<file path="src/rtl/assert_macros.svh">
// Assertion helpers shared by the RTL.
`ifndef ASSERT_MACROS_SVH
`define ASSERT_MACROS_SVH
`ifndef NO_ASSERTIONS
`define ASSERT_CLK(lbl, prop, msg) \
  lbl: assert property (@(posedge clk) disable iff (!rst_n) (prop)) else $error(msg);
`define ASSERT_ANY(lbl, prop, msg) \
  lbl: assert property (@(posedge clk) (prop)) else $error(msg);
`else
`define ASSERT_CLK(lbl, prop, msg)
`define ASSERT_ANY(lbl, prop, msg)
`endif
`endif

</file>
<file path="src/rtl/rcsv_pkg.sv">
package rcsv_pkg;

  localparam logic [11:0] CENTER     = 12'd1500;
  localparam logic [12:0] DEADZONE   = 13'd50;
  localparam logic [5:0]  NORM_DIV   = 6'd25;
  localparam int          NORM_BITS  = 20;
  localparam int          SQRT_STEPS = 23;
  localparam int          DIV_BITS   = 32;

  localparam logic [11:0] SW_RT_LO  = 12'd1800;
  localparam logic [11:0] SW_RT_HI  = 12'd2200;
  localparam logic [11:0] THR_LO    = 12'd1470;
  localparam logic [11:0] THR_HI    = 12'd1530;
  localparam logic [11:0] STK_LO    = 12'd1485;
  localparam logic [11:0] STK_HI    = 12'd1515;
  localparam logic [11:0] SW_PH_LO  = 12'd1300;
  localparam logic [11:0] SW_PH_HI  = 12'd1700;
  localparam logic [11:0] SW_MAN_LO = 12'd800;
  localparam logic [11:0] SW_MAN_HI = 12'd1200;

  localparam logic signed [13:0] F_ONE = 14'sd4096;

  localparam logic [9:0]  XY_RST   = 10'd500;
  localparam logic [9:0]  ZUP_RST  = 10'd350;
  localparam logic [9:0]  ZDN_RST  = 10'd250;
  localparam logic [15:0] HOLD_RST = 16'd1000;

  typedef enum logic [1:0] {
    CFG_XY_LIMIT = 2'd0,
    CFG_Z_UP     = 2'd1,
    CFG_Z_DOWN   = 2'd2,
    CFG_HOLD     = 2'd3
  } cfg_idx_t;

  typedef enum logic [1:0] {
    MODE_NONE = 2'd0,
    MODE_RT   = 2'd1,
    MODE_HOLD = 2'd2,
    MODE_MAN  = 2'd3
  } mode_t;

  typedef enum logic [3:0] {
    ST_IDLE,
    ST_NORM,
    ST_FILT,
    ST_MUL,
    ST_CLAMP,
    ST_SQ,
    ST_SUM,
    ST_SQRT,
    ST_DIVLD,
    ST_DIV,
    ST_DONE
  } state_t;

  typedef struct packed {
    logic load;
    logic step;
  } lane_ctl_t;

endpackage

</file>
<file path="src/rtl/rcsv_sqrt.sv">
module rcsv_sqrt (
  input  logic                clk,
  input  rcsv_pkg::lane_ctl_t ctl,
  input  logic [45:0]         s,
  output logic [22:0]         root
);
  import rcsv_pkg::*;

  logic [45:0] s_r, s_nxt;
  logic [45:0] r_r, r_nxt;
  logic [45:0] bit_r, bit_nxt;
  logic [45:0] trial;

  always_comb begin
    trial   = r_r + bit_r;
    s_nxt   = s_r;
    r_nxt   = r_r;
    bit_nxt = bit_r;
    if (ctl.load) begin
      s_nxt   = s;
      r_nxt   = '0;
      bit_nxt = 46'(1) << 44;
    end else if (ctl.step) begin
      if (s_r >= trial) begin
        s_nxt = s_r - trial;
        r_nxt = (r_r >> 1) + bit_r;
      end else begin
        r_nxt = r_r >> 1;
      end
      bit_nxt = bit_r >> 2;
    end
  end

  always_ff @(posedge clk) begin
    s_r   <= s_nxt;
    r_r   <= r_nxt;
    bit_r <= bit_nxt;
  end

  assign root = r_r[22:0];

endmodule

</file>
<file path="config.mk">
export PLATFORM = sky130hd
export DESIGN_NAME = rcsv_sqrt
export DESIGN_NICKNAME = d
export VERILOG_FILES = /design/src/rtl/assert_macros.svh /design/src/rtl/rcsv_pkg.sv /design/src/rtl/rcsv_sqrt.sv
export SDC_FILE = /design/constraint.sdc
export NUM_CORES = 1
export LEC_CHECK = 0
export BUFFER_PORTS_ARGS = -buffer_cell sky130_fd_sc_hd__clkbuf_2
export CAP_MARGIN = 5
export CORE_ASPECT_RATIO = 1.75
export CORE_MARGIN = 2
export CORE_UTILIZATION = 53
export DETAILED_ROUTE_END_ITERATION = 8
export MAX_ROUTING_LAYER = met4
export PLACE_DENSITY = 0.81
export SLEW_MARGIN = 20
export SYNTH_ARGS = -nofsm -noshare
export SYNTH_HDL_FRONTEND = slang
export SYNTH_SLANG_ARGS = --single-unit
</file>
<file path="constraint.sdc">
create_clock -name clk -period 16.5 [get_ports clk]
set_input_delay 1.65 -clock clk [delete_from_list [all_inputs] [get_ports clk]]
set_output_delay 1.65 -clock clk [all_outputs]
set_load 0.03 [all_outputs]
</file>
# Yosys cells after proc, flatten, opt, wreduce, memory -nomap -nowiden
# Index checks and enable logic that the tools add are counted.
[word_totals] reg_bits=115 latch_bits=0 mem_bits_rw=0 romBits=0 in_bits=49 output_inout_bits=23 wordCells=14 n_memories=0
[op_classes] n_addsub=3 n_mul=0 div_mod_pow=0 magnitude_cmp=1 n_eq_ne=0 shift=0 n_mux=4 n_bitwise=0 reduce_logical=3
[ops] operator="two-way mux 46 bit" n=4
[ops] operator="adder 45 x 45 -> 46 bit" n=1
[ops] operator="adder 46 x 45 -> 46 bit" n=1
[ops] operator="greater-or-equal comparator 46 bit" n=1
[ops] operator="subtractor 46 bit" n=1
[ops] operator="nonzero test 2 bit" n=2
[ops] operator="AND reduction 2 bit" n=1

# Logic depth before layout (Yosys ltp)
# Gate-level depths: netlist (run 1).
[depth] ltp_word=5 depth_mapped=23 depth_no_buf=21

# Worst setup path after synthesis (run 1)
# No wires, ideal clock.
[synth_path] path_kind="register to register" start="register r_r[2]" end="register s_r[0], enable pin" setup_ns=0.513 arrival_ns=7.431 t_required_ns=15.987 setup_slack_ns=8.556 path_stages_with_launch=21 n_path_buf=2 period_less_slack_ns=7.944 cell_sequence="dfxtp_1 > ha_1 > a31oi_1 > a211oi_1 > a31oi_1 > o21ai_0 > a31oi_1 > o21ai_1 > a31o_2 > a31oi_1 > xor2_1 > ha_1 > nand3_2 > or3_1 > nor4_2 > a41oi_1 > nand2_2 > o21ai_4 > buf_4 > buf_2 > o21ai_0"
[synth_between] elab_chain_cells=4
[synth_rtl] element="from (decl)" line="rcsv_sqrt.sv:10" rtl="logic [45:0] r_r, r_nxt;"
[synth_rtl] element="from (signal assigned)" line="rcsv_sqrt.sv:36" rtl="r_r <= r_nxt;"
[synth_rtl] element="adder 46 x 45 -> 46 bit" line="rcsv_sqrt.sv:15" rtl="trial = r_r + bit_r;"
[synth_rtl] element="greater-or-equal comparator 46 bit" line="rcsv_sqrt.sv:24" rtl="if (s_r >= trial) begin"
[synth_rtl] element="nonzero test 2 bit (no source line)"
[synth_rtl] element="AND reduction 2 bit (no source line)"
[synth_rtl] element="to (signal assigned)" line="rcsv_sqrt.sv:35" rtl="s_r <= s_nxt;"
[synth_rtl] element="to (decl)" line="rcsv_sqrt.sv:9" rtl="logic [45:0] s_r, s_nxt;"
# No other way between the ends.
# A chain may end at the register's enable or synchronous reset.

# Worst setup path after layout (run 1)
[layout_path] start="register r_r[2]" end="register s_r[33], enable pin"
# The elaborated chain is that of the path after synthesis.

==> results of run 1 <==
metrics by stage:
| stage | setup WS [ns] | util (%) |
|---|---|---|
| 6_report | 10.48 | 58.32 |
| 5_1_grt | 9.955 | 58.32 |
| 4_1_cts | 10.52 | 58.32 |
| 3_5_place_dp | 10.55 | 55.39 |
| 3_3_place_gp | 10.75 | 55.39 |
| 2_1_floorplan | 8.556 | - |
cells by family (layout without fill, tap and decap cells):
kind of cell	Yosys count	in the layout
xor gates and xnor gates	85	85
muxes	45	45
AOI/OAI and AO/OA	441	441
buffers and inverters	138	152
adders and majority gates	95	95
and+or+nand+nor	412	412
DFF	115	115
flip-flops by register name, summed over array words and instances (netlist names):
signal,flops
bit_r,23
s_r,46
r_r,46
critical path: stages, from the launching register on:
cell and delay, ns:
sky130_fd_sc_hd__dfxtp_1 0.42, sky130_fd_sc_hd__ha_1 0.30, sky130_fd_sc_hd__a31oi_1 0.33, sky130_fd_sc_hd__a211oi_1 0.18, sky130_fd_sc_hd__a31oi_1 0.27, sky130_fd_sc_hd__o21ai_0 0.16
sky130_fd_sc_hd__a31oi_1 0.25, sky130_fd_sc_hd__o21ai_1 0.13, sky130_fd_sc_hd__a31o_2 0.29, sky130_fd_sc_hd__a31oi_1 0.19, sky130_fd_sc_hd__xor2_1 0.09, sky130_fd_sc_hd__ha_1 0.41
sky130_fd_sc_hd__nand3_2 0.15, sky130_fd_sc_hd__or3_1 0.43, sky130_fd_sc_hd__nor2_1 0.15, sky130_fd_sc_hd__nand3_1 0.11, sky130_fd_sc_hd__a21oi_2 0.58, sky130_fd_sc_hd__o21ai_4 0.10
sky130_fd_sc_hd__buf_4 0.31, sky130_fd_sc_hd__o21ai_4 0.18, sky130_fd_sc_hd__buf_4 0.54
per-layer routing:
layer	vias up	track usage [%]
li1	4959	-
met2	355	55.35
met5	-	-
met1	4888	28.59
met4	0	22.55
met3	152	3.881
worst paths after layout:
kind	from	endpoint	depth (start not counted)
setup / recovery	r_r[2]$_SDFFE_PP0P_	s_r[33]$_DFFE_PP_	20
hold / removal	r_r[45]$_SDFFE_PP0P_	r_r[45]$_SDFFE_PP0P_	2
hold reg to reg	r_r[45]$_SDFFE_PP0P_	r_r[45]$_SDFFE_PP0P_	2
setup reg to reg	r_r[2]$_SDFFE_PP0P_	s_r[33]$_DFFE_PP_	20
area by class of cell:
cell class              count  area, um^2  share of cell area (%)
well taps                 245       306.5                   2.663
flip-flops and latches    115        2763                   24.00
repair buffers             79       420.4                   3.652
inverters                  41       153.9                   1.337
multi-input cells        1078        7291                   63.33
clock buffers              18       439.2                   3.815
clock inverters            14       138.9                   1.206
power by group:
part           leakage (nW)  switching (W)  internal (W)  total, W
combinational          3.27       0.000771      0.000459   0.00123
sequential             1.03      0.0000804      0.000411  0.000492
clock                 0.280       0.000157      0.000215  0.000372
synth_stat cells (18+ instances only):
library cell	n
sky130_fd_sc_hd__dfxtp_1	69
sky130_fd_sc_hd__buf_4	25
sky130_fd_sc_hd__nor2_1	140
sky130_fd_sc_hd__ha_1	94
sky130_fd_sc_hd__xnor2_1	38
sky130_fd_sc_hd__nand3_1	30
sky130_fd_sc_hd__a211oi_1	20
sky130_fd_sc_hd__mux2i_1	34
sky130_fd_sc_hd__clkbuf_1	56
sky130_fd_sc_hd__a21oi_1	92
sky130_fd_sc_hd__o21ai_0	86
sky130_fd_sc_hd__nand2_1	118
sky130_fd_sc_hd__xor2_1	47
sky130_fd_sc_hd__edfxtp_1	46
sky130_fd_sc_hd__nand4_1	32
sky130_fd_sc_hd__inv_1	41
sky130_fd_sc_hd__o21bai_1	18
sky130_fd_sc_hd__a21o_1	31
sky130_fd_sc_hd__or3_1	23
sky130_fd_sc_hd__a31oi_1	44
sky130_fd_sc_hd__o31ai_1	20
sky130_fd_sc_hd__a311oi_1	19
==> run metrics, run 1 <==
Setup Skew=around 0.010 ns; async set-reset flop share out of synthesis=0%; top cells by area, synth=sky130_fd_sc_hd__dfxtp_1, sky130_fd_sc_hd__edfxtp_1, sky130_fd_sc_hd__ha_1; estimated wirelength of the detail-placed design=23520 um; number of DRC markers after the initial detailed-route iteration=around 700; CTS clk-pin slew, worst paths=about 0.07 ns; area of the die=approximately 21000 um^2; number of antenna violations at the first check in global routing=0; distinct cell type count after synthesis=81; Die Y-Extent=around 190 um; power per cell area=approximately 180 nW/um^2; setup total negative slack=0 ns; Cell Count, Final, Fillers Out=1590; drt total wl=about 31000 um; post-synthesis instance total=between 1000 and 1500; mean post-synth cell area=between 8 and 9 um^2; number of clock buffers inserted by TritonCTS=17; last weighted congestion value of the routability-driven placer=between 0.9 and 1; net total in the final layout=approximately 1500; number of inserted filler cells in the final layout=around 1800; leading cell types in the layout, fill and taps excluded=sky130_fd_sc_hd__nor2_1, sky130_fd_sc_hd__nand2_1, sky130_fd_sc_hd__ha_1; highest attainable clock frequency=0.1661 GHz; Via Count=between 10000 and 15000; total number of placement rows=68; Avg Vias per Cell=between 6 and 7; combinational family with the most area after synthesis=compound AO/OA/AOI/OAI gates; Adder-Cell Fraction of Synth Area=~11%; GRT Total Usage=between 30% and 40%; post-synthesis share of cell area spent on xor and xnor gates=6.965%; unrepaired setup endpoints after global routing=false; wire length of the first global-routing pass=about 51000 um; layout cell share with drive strength beyond 1=11.75%; yosys warns=0; endpoint required time on the critical path=~17 ns; wire length on met2=about 16000 um; CTS Hold Buffers Added=0; met1 wire length=roughly 11000 um; number of diodes added for antenna fixing=0; sum of met3 wire segment lengths after detailed routing=1179 um; minimum clock period=around 6 ns; clock sink total=around 120; Resized Gates After CTS=0; average wire length per cell after detail routing=19.50 um; prevailing post-synth register cell=sky130_fd_sc_hd__dfxtp_1; cell taking the most area after synthesis=sky130_fd_sc_hd__dfxtp_1; startpoint type of the worst setup path=flip-flop; CTS tree=built; commonest non-fill, non-tap cell in the layout=sky130_fd_sc_hd__nor2_1; Max Slew Vio Count=0; maximum number of pins on one net before global-route repair=89; critical setup path kind=flip-flop to flip-flop; vias in the first global route=a little over 10000; post-layout power=~0.0021 W; IO Port Bufs=71; area post-placement=roughly 11000 um^2; number of detailed-route iterations in the first pass=6; sequential cell area fraction in the yosys report=roughly a quarter; Net Count, Synth=1475; number of DRC violations after detailed routing=0; Max rail drop VDD=about 0.00012 V; latest clock arrival within the worst-skew pair=around 0.44 ns; I/O pin cnt=between 70 and 80; final antenna-violating net count=0; number of cells after detailed placement=1558; CP max FO=53; H-tree levels=4; path category of the worst min-delay check=flip-flop to flip-flop; effective utilization at floorplan=a little over half; Compound-Gate Fraction of Synth Area=~28%; worst-case clock buffer depth=2; Post-synth EDFFs=between 40 and 50; r2r setup slk=between 10 and 15 ns; synthesis-to-layout area growth=7.702%; portion of the clock cycle consumed by the worst path in the final layout=36.50%; number of max-cap violations=0; x dimension of the die=~110 um; top-area cell type share of the netlist area=12.92%; total overflow reported by the global router=0; Yosys reg bits=~120; nature of the critical path endpoint=flip-flop; final worst hold slack=0.5202 ns; clock tree root buffer cell=sky130_fd_sc_hd__clkbuf_16; Hold Fails Final Rpt=0; leakage power of the design=about 4.6 nW; actual transition at the worst max-transition pin=roughly 1.0 ns; topmost layer with routed signal wires=met4; simple-gate portion of the synthesized area=17.90%; run status=complete, no violations; Final setup viols=0; max_slew headroom=~33%; data arrival time of the worst path=6.09 ns; Post-CTS Setup Inserts=0; Core Area=between 15000 and 20000 um^2; Netlist Area Pre-Place=approximately 11000 um^2; Final Cell Area=11510 um^2; share of synthesized area spent on multiplexers=4.343%
Note: power is estimated with default switching activity, not from simulation.
==> inputs of run 2 (changes only) <==
Settings changed: ABC_AREA set to 1.
Clock period 16.5 ns to 5.6 ns, I/O delays scaled along.
==> run 2 against run 1 <==
Hold slack worse by 0.15 ns. Clock-buffer cell count is 2 higher. Combinational power grew to 5.0 times the previous value. Sequential power grew to 3.3 times the previous value. Clock skew is 0.0031 ns lower. Synthesized area is 26% higher. Register-to-register slack worse by 9.8 ns. Maximum frequency is 23% higher. Wire length is 71% higher. Worst setup slack worse by 9.8 ns. Critical path depth is 1 higher. Largest cell class unchanged. Largest power group unchanged.
==> run metrics, run 2 <==
pre-CTS WS=0.8650 ns; Max Slew Vio Count=0; number of clock buffers inserted by TritonCTS=17; wire length of the first global-routing pass=a little over 80000 um; cells along the critical path=ha_1, nand2_1, o21ai_0, a21oi_1, a21boi_1, o21ai_0, nand3_1, nand3_1, nand2_1, ha_1, nand2_1, nor2_1, inv_1, nor2_1, inv_1, nor4_1, o21ai_0, nand3_1, nand2_1, nand3_1, nand2_1; endpoint required time on the critical path=roughly 5.8 ns; prevailing post-synth register cell=sky130_fd_sc_hd__dfxtp_1; met1 wire length=18060 um; last weighted congestion value of the routability-driven placer=~1.1; CTS Hold Buffers Added=0; least setup slack across all paths after layout=just over 0.7 ns; clock tree root buffer cell=sky130_fd_sc_hd__clkbuf_16; Via Count=roughly 15000; clock sink total=approximately 120; latest clock arrival within the worst-skew pair=around 0.46 ns; estimated wirelength of the detail-placed design=42680 um; Net Count, Synth=roughly 2500; Die Y-Extent=~210 um; Resized Gates After CTS=0; vias in the first global route=14950; sum of met3 wire segment lengths after detailed routing=approximately 2100 um; startpoint type of the worst setup path=flip-flop; maximum number of pins on one net before global-route repair=75; highest attainable clock frequency=0.2044 GHz; distinct cell type count after synthesis=47; Sequential Area=2763 um^2; post-layout power=a little under 0.009 W; number of DRC violations after detailed routing=0; I/O pin cnt=slightly above 70; nature of the critical path endpoint=flip-flop; number of max-cap violations=0; most numerous cell types in the synthesized netlist=sky130_fd_sc_hd__nand2_1, sky130_fd_sc_hd__inv_1, sky130_fd_sc_hd__nor2_1; yosys warns=0; cell taking the most area after synthesis=sky130_fd_sc_hd__nand2_1; CP dominant cell by count=sky130_fd_sc_hd__nand2_1; number of DRC markers after the initial detailed-route iteration=between 900 and 1000; critical setup path kind=flip-flop to flip-flop; Max rail drop VDD=0.0005488 V; synthesis-to-layout area growth=7.954%; average wire length per cell after detail routing=19.82 um; top flop regs=r_r (46), s_r (46), bit_r (23); area post-placement=~14000 um^2; Netlist Area Pre-Place=about 13000 um^2; number of antenna violations at the first check in global routing=0; cell with the most instances after synthesis=sky130_fd_sc_hd__nand2_1; post-synthesis instance total=2309; power per cell area=around 620 nW/um^2; Yosys reg bits=~120; topmost layer with routed signal wires=met4; max_slew headroom=between 30 and 40%; Core Area=25150 um^2; Setup Skew=around 0.0073 ns; run status=complete, no violations; sequential cell area fraction in the yosys report=between 20% and 30%; total number of placement rows=77; Avg Vias per Cell=around 5.7; minimum clock period=approximately 4.9 ns; Final Cell Area=14520 um^2; number of detailed-route iterations in the first pass=5; commonest non-fill, non-tap cell in the layout=sky130_fd_sc_hd__nand2_1; Post-synth EDFFs=46; path category of the worst min-delay check=input port to flip-flop; setup total negative slack=0 ns; cell with the largest stage delay on the worst path=sky130_fd_sc_hd__o21ai_0; biggest cell delay along the critical path=approximately 0.43 ns; area taken by multi-input logic gates=roughly 9000 um^2; Final setup viols=0; x dimension of the die=between 100 and 150 um; final antenna-violating net count=0; IO Port Bufs=slightly above 70; top-area cell type share of the netlist area=between 20% and 30%; layout cell share with drive strength beyond 1=between 6 and 7%; actual transition at the worst max-transition pin=0.9081 ns; CTS clk-pin slew, worst paths=approximately 0.060 ns; async set-reset flop share out of synthesis=0%; top cells by area, synth=sky130_fd_sc_hd__nand2_1, sky130_fd_sc_hd__dfxtp_1, sky130_fd_sc_hd__edfxtp_1; Post-CTS Setup Inserts=0; worst-case clock buffer depth=2; leakage power of the design=around 6.7 nW; drt total wl=about 53000 um; Hold Fails Final Rpt=0; effective utilization at floorplan=53.49%; number of inserted filler cells in the final layout=2717; mean post-synth cell area=between 5 and 6 um^2; area of the die=roughly 27000 um^2; H-tree levels=4; CP max FO=11; total overflow reported by the global router=0; leading cell types in the layout, fill and taps excluded=sky130_fd_sc_hd__nand2_1, sky130_fd_sc_hd__inv_1, sky130_fd_sc_hd__nor2_1; wire length on met2=27350 um; CTS tree=built; number of diodes added for antenna fixing=0; unrepaired setup endpoints after global routing=false; portion of the clock cycle consumed by the worst path in the final layout=between 80% and 90%; net total in the final layout=2486; data arrival time of the worst path=about 5 ns; GRT Total Usage=roughly two fifths
==> run 2: cell count changes after synthesis, sizes merged, moves of 35 or more <==
cell	delta
a31oi	-35
inv	+243
nor2	+129
nand3	+167
a21oi	+66
nand2	+640
==> run 2: logic make-up (layout without fill, tap and decap cells) <==
family,count (synthesis),after routing,share of synthesized area [%]
adders and majority gates,95,95,8.894
and+or+nand+nor,1317,1317,40.61
DFF,115,115,20.54
AOI/OAI and AO/OA,343,343,13.78
xor gates and xnor gates,74,74,4.819
buffers and inverters,365,411,11.36
==> run 2: final cells by class <==
cell class	instances	share of cell area, %
clock buffer	20	3.223
clock inverter	12	0.8187
inverter	285	7.368
multi-input combinational	1829	63.10
sequential	115	19.03
tap	316	2.723
timing repair buffer	94	3.740
==> run 2: worst max-delay path, delay by kind of cell, from the launching register on <==
family	cells	cell delay, ns
adders and majority gates	2	0.79
and+or+nand+nor	12	1.60
DFF	1	0.42
AOI/OAI and AO/OA	5	1.57
buffers and inverters	2	0.26
==> run 2: layer usage <==
layer / up-vias / global-route usage (%)
met1: 7003 / 38.21
li1: 7519 / -
met2: 554 / 72.70
met5: - / -
met4: 0 / 35.21
met3: 224 / 3.684
==> run 2: final timing paths <==
path	from	end	slack (ns)	cells after the start
setup reg to reg	r_r[12]$_SDFFE_PP0P_	s_r[44]$_DFFE_PP_	0.71	21
hold / removal	s[44]	s_r[44]$_DFFE_PP_	0.37	3
hold reg to reg	r_r[0]$_SDFFE_PP0P_	r_r[0]$_SDFFE_PP0P_	0.51	2
setup / recovery	r_r[12]$_SDFFE_PP0P_	s_r[44]$_DFFE_PP_	0.71	21
==> run 2: metrics by stage <==
| step | util (%) | cells | hold slack (ns) |
|---|---|---|---|
| after floorplan | - | 2309 | 0.4631 |
| after global placement | 55.41 | 2639 | 0.4829 |
| after detailed placement | 55.41 | 2639 | 0.4921 |
| after CTS | 57.74 | 2671 | 0.3604 |
| after global routing | 57.74 | 2671 | 0.3794 |
| final | 57.74 | 2671 | 0.3717 |
==> run 2: report_power, final <==
part / internal, W / switching (W) / total [W]
Sequential: 0.00129 / 0.000344 / 0.00163
Clock: 0.000656 / 0.000476 / 0.00113
Combinational: 0.00206 / 0.00412 / 0.00618
==> inputs of run 3 (changes only) <==
Clock period 5.6 ns to 6.2 ns, I/O delays scaled along.
==> run 3 against run 2 <==
The flow now finishes with violations (DRC). Design area down 0.84%. Sequential cell count unchanged. Worst setup slack better by 0.047 ns. Critical path type unchanged.
==> run metrics, run 3 (same netlist as run 2, synthesis figures left out) <==
cell with the largest stage delay on the worst path=sky130_fd_sc_hd__o21ai_0; endpoint required time on the critical path=between 6 and 7 ns; number of diodes added for antenna fixing=0; biggest cell delay along the critical path=about 0.43 ns; area of the die=~27000 um^2; data arrival time of the worst path=between 5 and 6 ns; Die Y-Extent=214.7 um; r2r setup slk=approximately 0.76 ns; area taken by multi-input logic gates=about 9200 um^2; minimum clock period=approximately 5.4 ns; top flop regs=r_r (46), s_r (46), bit_r (23); leakage power of the design=about 6.6 nW; number of inserted filler cells in the final layout=between 2000 and 3000; wire length of the first global-routing pass=between 80000 and 90000 um; nature of the critical path endpoint=flip-flop; Cell Count, Final, Fillers Out=between 2000 and 3000; total number of placement rows=77; CTS Hold Buffers Added=0; maximum number of pins on one net before global-route repair=74; path category of the worst min-delay check=input port to flip-flop; latest clock arrival within the worst-skew pair=between 0.4 and 0.5 ns; Avg Vias per Cell=approximately 5.8; IO Port Bufs=between 70 and 80; synthesis-to-layout area growth=7.042%; unrepaired setup endpoints after global routing=false; Reg2Reg Capture Point=s_r[6]$_DFFE_PP_; Resized Gates After CTS=0; Post-CTS Setup Inserts=0; number of clock buffers inserted by TritonCTS=17; estimated wirelength of the detail-placed design=roughly 42000 um; GRT Total Usage=roughly two fifths; pre-CTS WS=~0.9 ns; portion of the clock cycle consumed by the worst path in the final layout=between 80% and 90%; Max Slew Vio Count=0; Sequential Area=between 2000 and 3000 um^2; worst-case clock buffer depth=2; startpoint type of the worst setup path=flip-flop; CTS tree=built; actual transition at the worst max-transition pin=around 1.0 ns; Setup Skew=roughly 0.010 ns; worst setup path endpoint=s_r[6]$_DFFE_PP_; setup total negative slack=0 ns; CP max FO=46; highest attainable clock frequency=0.1837 GHz; number of DRC violations after detailed routing=1; drt total wl=52790 um; Core Area=25150 um^2; final worst hold slack=~0.43 ns; area post-placement=between 10000 and 15000 um^2; average wire length per cell after detail routing=19.86 um; clock sink total=about 120; Final setup viols=0; Hold Fails Final Rpt=0; Via Count=between 15000 and 20000; logic depth of the worst register-to-register path=24; number of antenna violations at the first check in global routing=0; least setup slack across all paths after layout=roughly 0.76 ns; last weighted congestion value of the routability-driven placer=slightly above 1; clock tree root buffer cell=sky130_fd_sc_hd__clkbuf_16; effective utilization at floorplan=53.49%; number of cells after detailed placement=approximately 2600; number of buffers and inverters on the critical path=4; layout cell share with drive strength beyond 1=6.277%; run status=finished with violations; critical setup path kind=flip-flop to flip-flop; number of gates on the worst path with buffers counted=24; I/O pin cnt=about 70; cells along the critical path=ha_1, nand2_1, o21ai_1, nor2_1, inv_2, nand2_1, nand2_1, a21boi_1, o21ai_0, nand3_1, nand3_1, nand2_1, ha_1, nand2_1, nor2_1, inv_1, nor2_1, nand2_1, inv_1, nand2_4, nand2_4, nand2_1, nand2_2, buf_12; net total in the final layout=2473; CTS clk-pin slew, worst paths=approximately 0.060 ns; origin of the worst setup path=r_r[4]$_SDFFE_PP0P_; commonest non-fill, non-tap cell in the layout=sky130_fd_sc_hd__nand2_1; Max rail drop VDD=roughly 0.00045 V; leading cell types in the layout, fill and taps excluded=sky130_fd_sc_hd__nand2_1, sky130_fd_sc_hd__inv_1, sky130_fd_sc_hd__nor2_1; max_slew headroom=between 30 and 40%; Final Cell Area=approximately 14000 um^2; cell type group with the largest total delay on the critical path=simple AND/OR/NAND/NOR gates; vias in the first global route=roughly 15000; total overflow reported by the global router=0; power per cell area=551.1 nW/um^2; final antenna-violating net count=0; CP dominant cell by count=sky130_fd_sc_hd__nand2_1; violated checks=DRC; startpoint of the worst-slack reg-to-reg timing path=r_r[4]$_SDFFE_PP0P_; number of detailed-route iterations in the first pass=9; H-tree levels=4; x dimension of the die=between 100 and 150 um; number of max-cap violations=0; number of DRC markers after the initial detailed-route iteration=about 1300
-- run 3: cell count changes in the layout (fill, tap and decap cells not counted), sizes merged --
cell and delta:
clkbuf -2, bufinv -1, clkinvlp +1, buf -13
clkinv +3, inv -1
-- run 3: cell type report --
| class | instances | area share (%) |
|---|---|---|
| multi-input cells | 1829 | 63.64 |
| flip-flops and latches | 115 | 19.19 |
| inverters | 285 | 7.440 |
| repair buffers | 81 | 3.094 |
| clock buffers | 18 | 3.051 |
| well taps | 316 | 2.746 |
| clock inverters | 14 | 0.8430 |
-- run 3: worst min-delay path by stage --
stage / from / to / slack [ns] / cells past startpoint
after floorplan: r_r[0]$_SDFFE_PP0P_ / r_r[0]$_SDFFE_PP0P_ / 0.46 / 2
after global placement: r_r[0]$_SDFFE_PP0P_ / r_r[0]$_SDFFE_PP0P_ / 0.49 / 2
after global routing: s[9] / s_r[9]$_DFFE_PP_ / 0.45 / 3
final: s[19] / s_r[19]$_DFFE_PP_ / 0.43 / 3
after CTS: s[28] / s_r[28]$_DFFE_PP_ / 0.43 / 3
after detailed placement: r_r[0]$_SDFFE_PP0P_ / r_r[0]$_SDFFE_PP0P_ / 0.51 / 2
-- run 3: stage by stage --
step / util (%) / total power, W
floorplan: - / 0.005438
global placement: 55.02 / 0.006693
detailed placement: 55.02 / 0.006805
CTS: 57.25 / 0.007800
global route: 57.25 / 0.008531
finish: 57.25 / 0.007934
-- run 3: power by group --
group / total [W] / internal (W) / leakage (nW) / switching (W)
Clock: 0.000964 / 0.000532 / 0.273 / 0.000432
Sequential: 0.00151 / 0.00116 / 1.03 / 0.000349
Combinational: 0.00546 / 0.00182 / 5.30 / 0.00364
-- run 3: tightest hold or removal path, cell delays in order --
cell,delay (ns)
sky130_fd_sc_hd__clkbuf_2,0.07
sky130_fd_sc_hd__nand2_1,0.04
sky130_fd_sc_hd__nand2_1,0.05
-- run 3: layer usage --
metal	GRT usage [%]	wire (um)
met1	37.58	17640
met2	73.59	27940
met3	3.709	2346
met4	31.09	4870
met5	-	0
